<file path="src/rtl/core/kst_pkg.sv">
// ----------------------------------------------------------------------------
// kst_pkg
// Shared types and codes for the keyed usage-record table.
// ----------------------------------------------------------------------------
package kst_pkg;

    localparam logic [2:0] OP_QUERY       = 3'd0;
    localparam logic [2:0] OP_TOGGLE_PIN  = 3'd1;
    localparam logic [2:0] OP_MARK_USED   = 3'd2;
    localparam logic [2:0] OP_SET_FLAGS   = 3'd3;
    localparam logic [2:0] OP_CLEAR_DIRTY = 3'd4;

    localparam logic [2:0] ST_FOUND    = 3'd0;
    localparam logic [2:0] ST_ABSENT   = 3'd1;
    localparam logic [2:0] ST_APPENDED = 3'd2;
    localparam logic [2:0] ST_REPLACED = 3'd3;
    localparam logic [2:0] ST_NOROOM   = 3'd4;

    localparam logic [15:0] USE_MAX = 16'hFFFF;

    typedef struct packed {
        logic [31:0] key;
        logic        pinned;
        logic [15:0] uses;
        logic [31:0] last;
        logic [4:0]  flags;
    } t_rec;

    typedef struct packed {
        logic eq;
        logic lt;
    } t_cmp_res;

    typedef struct packed {
        logic [2:0]  status;
        logic [7:0]  entry_index;
        logic        pinned;
        logic [15:0] use_count;
        logic [31:0] last_use;
        logic [4:0]  flags_out;
        logic        dirty_out;
    } t_res;

endpackage

</file>
<file path="src/rtl/core/kst_cmp.sv">
// ----------------------------------------------------------------------------
// kst_cmp
// Shared 32-bit comparator: key match during lookup, age order during
// victim search.
// ----------------------------------------------------------------------------
module kst_cmp (
    input  logic [31:0]       i_a,
    input  logic [31:0]       i_b,
    output kst_pkg::t_cmp_res o_res
);
    import kst_pkg::*;

    assign o_res.eq = (i_a == i_b);
    assign o_res.lt = (i_a < i_b);

endmodule
</file>
<file path="config.mk">
export PLATFORM = sky130hd
export DESIGN_NAME = kst_cmp
export DESIGN_NICKNAME = d
export VERILOG_FILES = /design/src/rtl/core/kst_pkg.sv /design/src/rtl/core/kst_cmp.sv
export SDC_FILE = /design/constraint.sdc
export NUM_CORES = 1
export LEC_CHECK = 0
export BUFFER_PORTS_ARGS = -buffer_cell sky130_fd_sc_hd__buf_2
export CAP_MARGIN = 20
export CORE_MARGIN = 5
export CORE_UTILIZATION = 42
export DETAILED_ROUTE_END_ITERATION = 10
export GPL_ROUTABILITY_DRIVEN = 0
export PLACE_DENSITY = 0.87
export SYNTH_ARGS = -nofsm -noshare
export SYNTH_HDL_FRONTEND = slang
export SYNTH_SLANG_ARGS = --single-unit
</file>
<file path="constraint.sdc">
create_clock -name vclk -period 2.32
set_input_delay 0.116 -clock vclk [all_inputs]
set_output_delay 0.116 -clock vclk [all_outputs]
set_load 0.1 [all_outputs]
</file>
==> results of run 1 <==
-- power breakdown --
part,leakage [nW],internal [mW],switching (mW)
clock network,0,0,0
registers,0,0,0
logic,0.781,0.106,0.100
total,0.781,0.106,0.100
-- Yosys cell counts --
library cell	instances
ha_1	32
o211ai_1	1
a211oi_1	1
nor4_1	1
a21oi_1	11
inv_1	32
nand3_1	2
nor2_1	6
a21o_1	1
nor2b_1	2
nand4_1	4
o21ai_1	1
and4_1	2
a2111oi_2	1
a221oi_1	1
or4b_1	1
nand2_1	9
a211o_1	1
or3_1	1
nand2_2	1
o21ai_0	3
a21boi_1	1
-- cell usage in the layout (no fill, tap or decap), types with 2 or more instances in the layout --
cell type	Yosys	final
buf_2	0	64
nor2_1	6	5
inv_1	32	31
and4_1	2	2
ha_1	32	31
o21ai_0	3	3
a21oi_1	11	11
nand4_1	4	4
buf_12	0	2
nand3_1	2	2
nor2b_1	2	2
nand2_1	9	9
-- final cells by class --
cell class         count  area share [%]
repair buffers        66           29.27
well taps             25           2.541
multi-input cells     83           58.43
inverters             32           9.756
-- metrics by stage --
stage	TNS [ns]	cell area (um^2)	instances
global route	0	1231	206
CTS	0	1231	206
global placement	0	1231	206
floorplan	-0.2407	839.6	115
finish	0	1231	206
detailed placement	0	1231	206
-- cells by family (layout without fill, tap and decap cells) --
kind of cell | Yosys count | after routing | share of synthesized area (%)
AO/OA/AOI/OAI | 22 | 22 | 17.03
adder cells (fa/ha/maj) | 32 | 32 | 49.54
buffers and inverters | 32 | 98 | 14.86
AND/OR/NAND/NOR | 29 | 29 | 18.58
-- worst paths after layout --
| kind | depth (start not counted) | from | slack (ns) | endpoint |
|---|---|---|---|---|
| max | 9 | i_b[13] | 0.17 | o_res[0] |
| min | 4 | i_a[31] | 0.71 | o_res[0] |
-- worst max-delay path, delay by kind of cell --
family / cells / cell delay, ns
fa+ha+maj: 1 / 0.20
buf+inv: 3 / 0.38
simple gates: 2 / 0.55
compound gates: 3 / 0.78
-- per-layer routing --
| metal | share of wire [%] | vias to the layer above | GRT usage (%) | wire length (um) |
|---|---|---|---|---|
| met5 | 0 | - | 0 | 0 |
| met4 | 2.3 | 0 | 4.255 | 53 |
| met3 | 9.1 | 6 | 1.662 | 210 |
| met2 | 56 | 43 | 36.69 | 1291 |
| met1 | 33 | 438 | 14.05 | 750 |
| li1 | - | 526 | - | - |
==> results.toml, run 1 <==
[global_routing]
grt_use_total_pct = 16.21
antenna_found_initial = 0
grt_overflow = 0
grt_max_degree = 4
grt_pass1_vias = 1059
grt_first_pass_wirelength_um = 3663

[placement]
io_buffers = 66
hpwl_um = 2241
pre_cts_slack_ns = 0.1620

[floorplanning]
core_area_mm2 = 0.001783
die-area_mm2 = 0.002902
die_w_um = 53.87
io_pins = 66
die_h_um = 53.87
num_rows = 15
start_util_pct = 45.33

[pwr]
power.density_mw_per_mm2 = 167.2
vdd_drop_max_mv = 0.1138
power.total_mw = 0.2058
p_leak_nw = 0.7807

[cts]
postCtsSetupBuffers = 0
cts-resized-gates = 0
cts_hold_buffers = 0

[sta]
min_period_ns = 2.150
whs_ns = 0.7090
setup_violations = 0
final.setup.worst_slack_ns = 0.1695
slew_headroom_pct = 78.76
worstMarginPinSlew_ns = 0.3153
finalHoldViolCount = 0
slew_violations = 0
fin_crit_sh_pct = 92.69
rsz0062_at_grt = "no"
timing.fmax_mhz = 465.0

[critical_path]
critPathCaptureType = "output port"
required_ns = 2.20
cp_cell_sequence = "buf_2 -> inv_2 -> ha_4 -> a21oi_1 -> nor2_1 -> a211o_1 -> or4b_4 -> a2111oi_4 -> buf_12"
cp-start-kind = "input pin"
crit_slowest_cell = "or4b_4"
path_max_fanout = 2
crit_type = "in2out"
slowest_delay_ns = 0.50
critical_path_arrival_ns = 2.03

[synth]
synth_top_area_share_pct = 49.54
ys_types = 22
yosys_warnings = 0
syn-cell-area_um2 = 808.3
syn_avg_cell_area_um2 = 7.028
synth_top_area_cell = "ha_1"
synth.top_cells.by_area = "ha_1 (50%), inv_1 (15%), a21oi_1 (6.8%)"
ys_seq_area_share_pct = 0
synth_cells = 115
synth_nets = 211

[finish]
nets = 279
multiInputGateArea_um2 = 719.4
drive_above_1_share_pct = 39.78
num-fill-cells = 161
clock_buffers = 0
syn2layout_area_growth_pct = 52.32
regArea_um2 = 0
n_antenna_cell = 0
sequential_cell_total = 0
utilization_pct = 69.05

[hold_path]
hold_class = "in2out"

[job]
maxCapViolCount = 0

[route]
drtIter0Drc = 6
firstDrtPassIters = 4
viasPerCell = 4.917
vias = 1013
wl_per_cell_um = 11.19
final_antenna_net_count = 0
drc_errors = 0
wirelength_um = 2306

[run_status]
status = "finished clean"
(Power assumes the default switching activity.)
==> inputs of run 2 (changes only) <==
--- a/config.mk
+++ b/config.mk
@@ -12,6 +12,7 @@
 export DETAILED_ROUTE_END_ITERATION = 10
 export GPL_ROUTABILITY_DRIVEN = 0
 export PLACE_DENSITY = 0.87
+export SETUP_SLACK_MARGIN = 0.4
 export SYNTH_ARGS = -nofsm -noshare
 export SYNTH_HDL_FRONTEND = slang
 export SYNTH_SLANG_ARGS = --single-unit
==> run 2 against run 1 <==
Final cell count is 0.49% higher. Critical path depth stayed put. Utilization is 7.5 points higher. First-iteration DRC count is 67% lower. Wire length is 1.0% lower. Die area stayed put. Global-route usage is 0.34 points lower. Count of clock-buffer cells in the layout stayed put. Fmax is 4.1% higher.
==> results.toml, run 2 (same netlist as run 1, synthesis figures left out) <==
[route]
drc_errors = 0
viasPerCell = 4.845
drtIter0Drc = 2
vias = 1003
final_antenna_net_count = 0
wirelength_um = 2282
wl_per_cell_um = 11.02
firstDrtPassIters = 4

[critical_path]
startpoint = "i_b[7]"
critical_path_arrival_ns = 1.95
critPathBufInv = 3
cp-start-kind = "input pin"
slowest_delay_ns = 0.47
crit_type = "in2out"
endpoint = "o_res[0]"
path_max_fanout = 2
critPathCaptureType = "output port"
required_ns = 2.20
cp_top_family = "compound AO/OA/AOI/OAI gates"
path_depth = 9
crit_slowest_cell = "or4b_4"
cp_cell_sequence = "buf_2 -> inv_1 -> ha_1 -> a21oi_1 -> o21ai_0 -> nand2_2 -> or4b_4 -> a2111oi_4 -> buf_12"

[sta]
min_period_ns = 2.065
fin_crit_sh_pct = 89.01
slew_headroom_pct = 77.45
final.setup.worst_slack_ns = 0.2550
slew_violations = 0
finalHoldViolCount = 0
rsz0062_at_grt = "yes"
setup_violations = 0
timing.fmax_mhz = 484.3
worstMarginPinSlew_ns = 0.3347

[floorplanning]
start_util_pct = 45.33
die-area_mm2 = 0.002902
num_rows = 15
io_pins = 66
die_w_um = 53.87
core_area_mm2 = 0.001783
die_h_um = 53.87

[global_routing]
grt_pass1_vias = 1074
grt_max_degree = 4
grt_overflow = 0
antenna_found_initial = 0
grt_first_pass_wirelength_um = 3684
grt_use_total_pct = 15.87

[pwr]
p_leak_nw = 0.7904
power.density_mw_per_mm2 = 170.1
vdd_drop_max_mv = 0.1193

[placement]
hpwl_um = 2155
placed_area_mm2 = 0.001292
io_buffers = 66
pre_cts_slack_ns = 0.1382

[finish]
drive_above_1_share_pct = 47.80
final_common_cell = "buf_2"
regArea_um2 = 0
n_antenna_cell = 0
nets = 280
sequential_cell_total = 0
clock_buffers = 0
utilization_pct = 76.56
syn2layout_area_growth_pct = 68.89
stdcell_area_mm2 = 0.001365
layout_common_cells = "buf_2 (62), inv_1 (27), ha_1 (25), a21oi_1 (10), nand2_1 (8)"

[cts]
cts_hold_buffers = 0

[job]
maxCapViolCount = 0

[run_status]
status = "finished clean"

[hold_path]
hold_class = "in2out"
==> run 2: cell types whose count changed in the layout (fill, tap and decap cells not counted), moves of 2 or more <==
cell / previous run / this run
inv_1: 31 / 27
ha_1: 31 / 25
ha_4: 1 / 7
buf_2: 64 / 62
inv_2: 1 / 3
==> run 2: final cells by class <==
cell class	count	area (um^2)
fillers	124	417.9
inverters	32	135.1
multi-input cells	83	814.5
well taps	25	31.28
repair buffers	67	384.1
==> run 2: per-layer routing <==
layer  global-route usage, %  wire length [um]  vias to the layer above
li1                        -                 -                      528
met1                   16.01               788                      428
met2                   34.68              1226                       45
met3                   1.662               252                        2
met4                  0.8511                14                        0
met5                       0                 0                        -
==> run 2: how the worst min path moves through the flow <==
stage / cells past startpoint / to / from
finish: 4 / o_res[0] / i_a[31]
floorplan: 2 / o_res[0] / i_a[31]
global placement: 4 / o_res[0] / i_a[31]
CTS: 4 / o_res[0] / i_a[31]
detailed placement: 4 / o_res[0] / i_a[31]
global route: 4 / o_res[0] / i_a[31]
==> run 2: timing repair <==
item                                    in CTS  in global routing
pin swaps                                    3                  6
setup buffers                                0                  1
resized for setup                            3                  9
endpoints found under the setup margin       1                  2
==> run 2: report_power, final <==
part | internal, mW | total (mW) | switching [mW] | leakage (nW)
combinational | 0.120 | 0.232 | 0.112 | 0.790
clock | 0 | 0 | 0 | 0
sequential | 0 | 0 | 0 | 0
==> run 2: worst min-delay path, delay by kind of cell <==
kind,cells,cell delay (ns)
adders and majority gates,1,0.18
AOI/OAI and AO/OA,1,0.05
buffers and inverters,2,0.24
==> run 2: through the flow <==
step | power, mW | cells | TNS (ns) | hold slack, ns
floorplan | 0.1249 | 115 | -0.2023 | 0.5351
global route | 0.2634 | 207 | 0 | 0.7179
detailed placement | 0.2201 | 206 | 0 | 0.7139
global placement | 0.2062 | 206 | 0 | 0.7060
finish | 0.2322 | 207 | 0 | 0.7104
CTS | 0.2230 | 206 | 0 | 0.7143
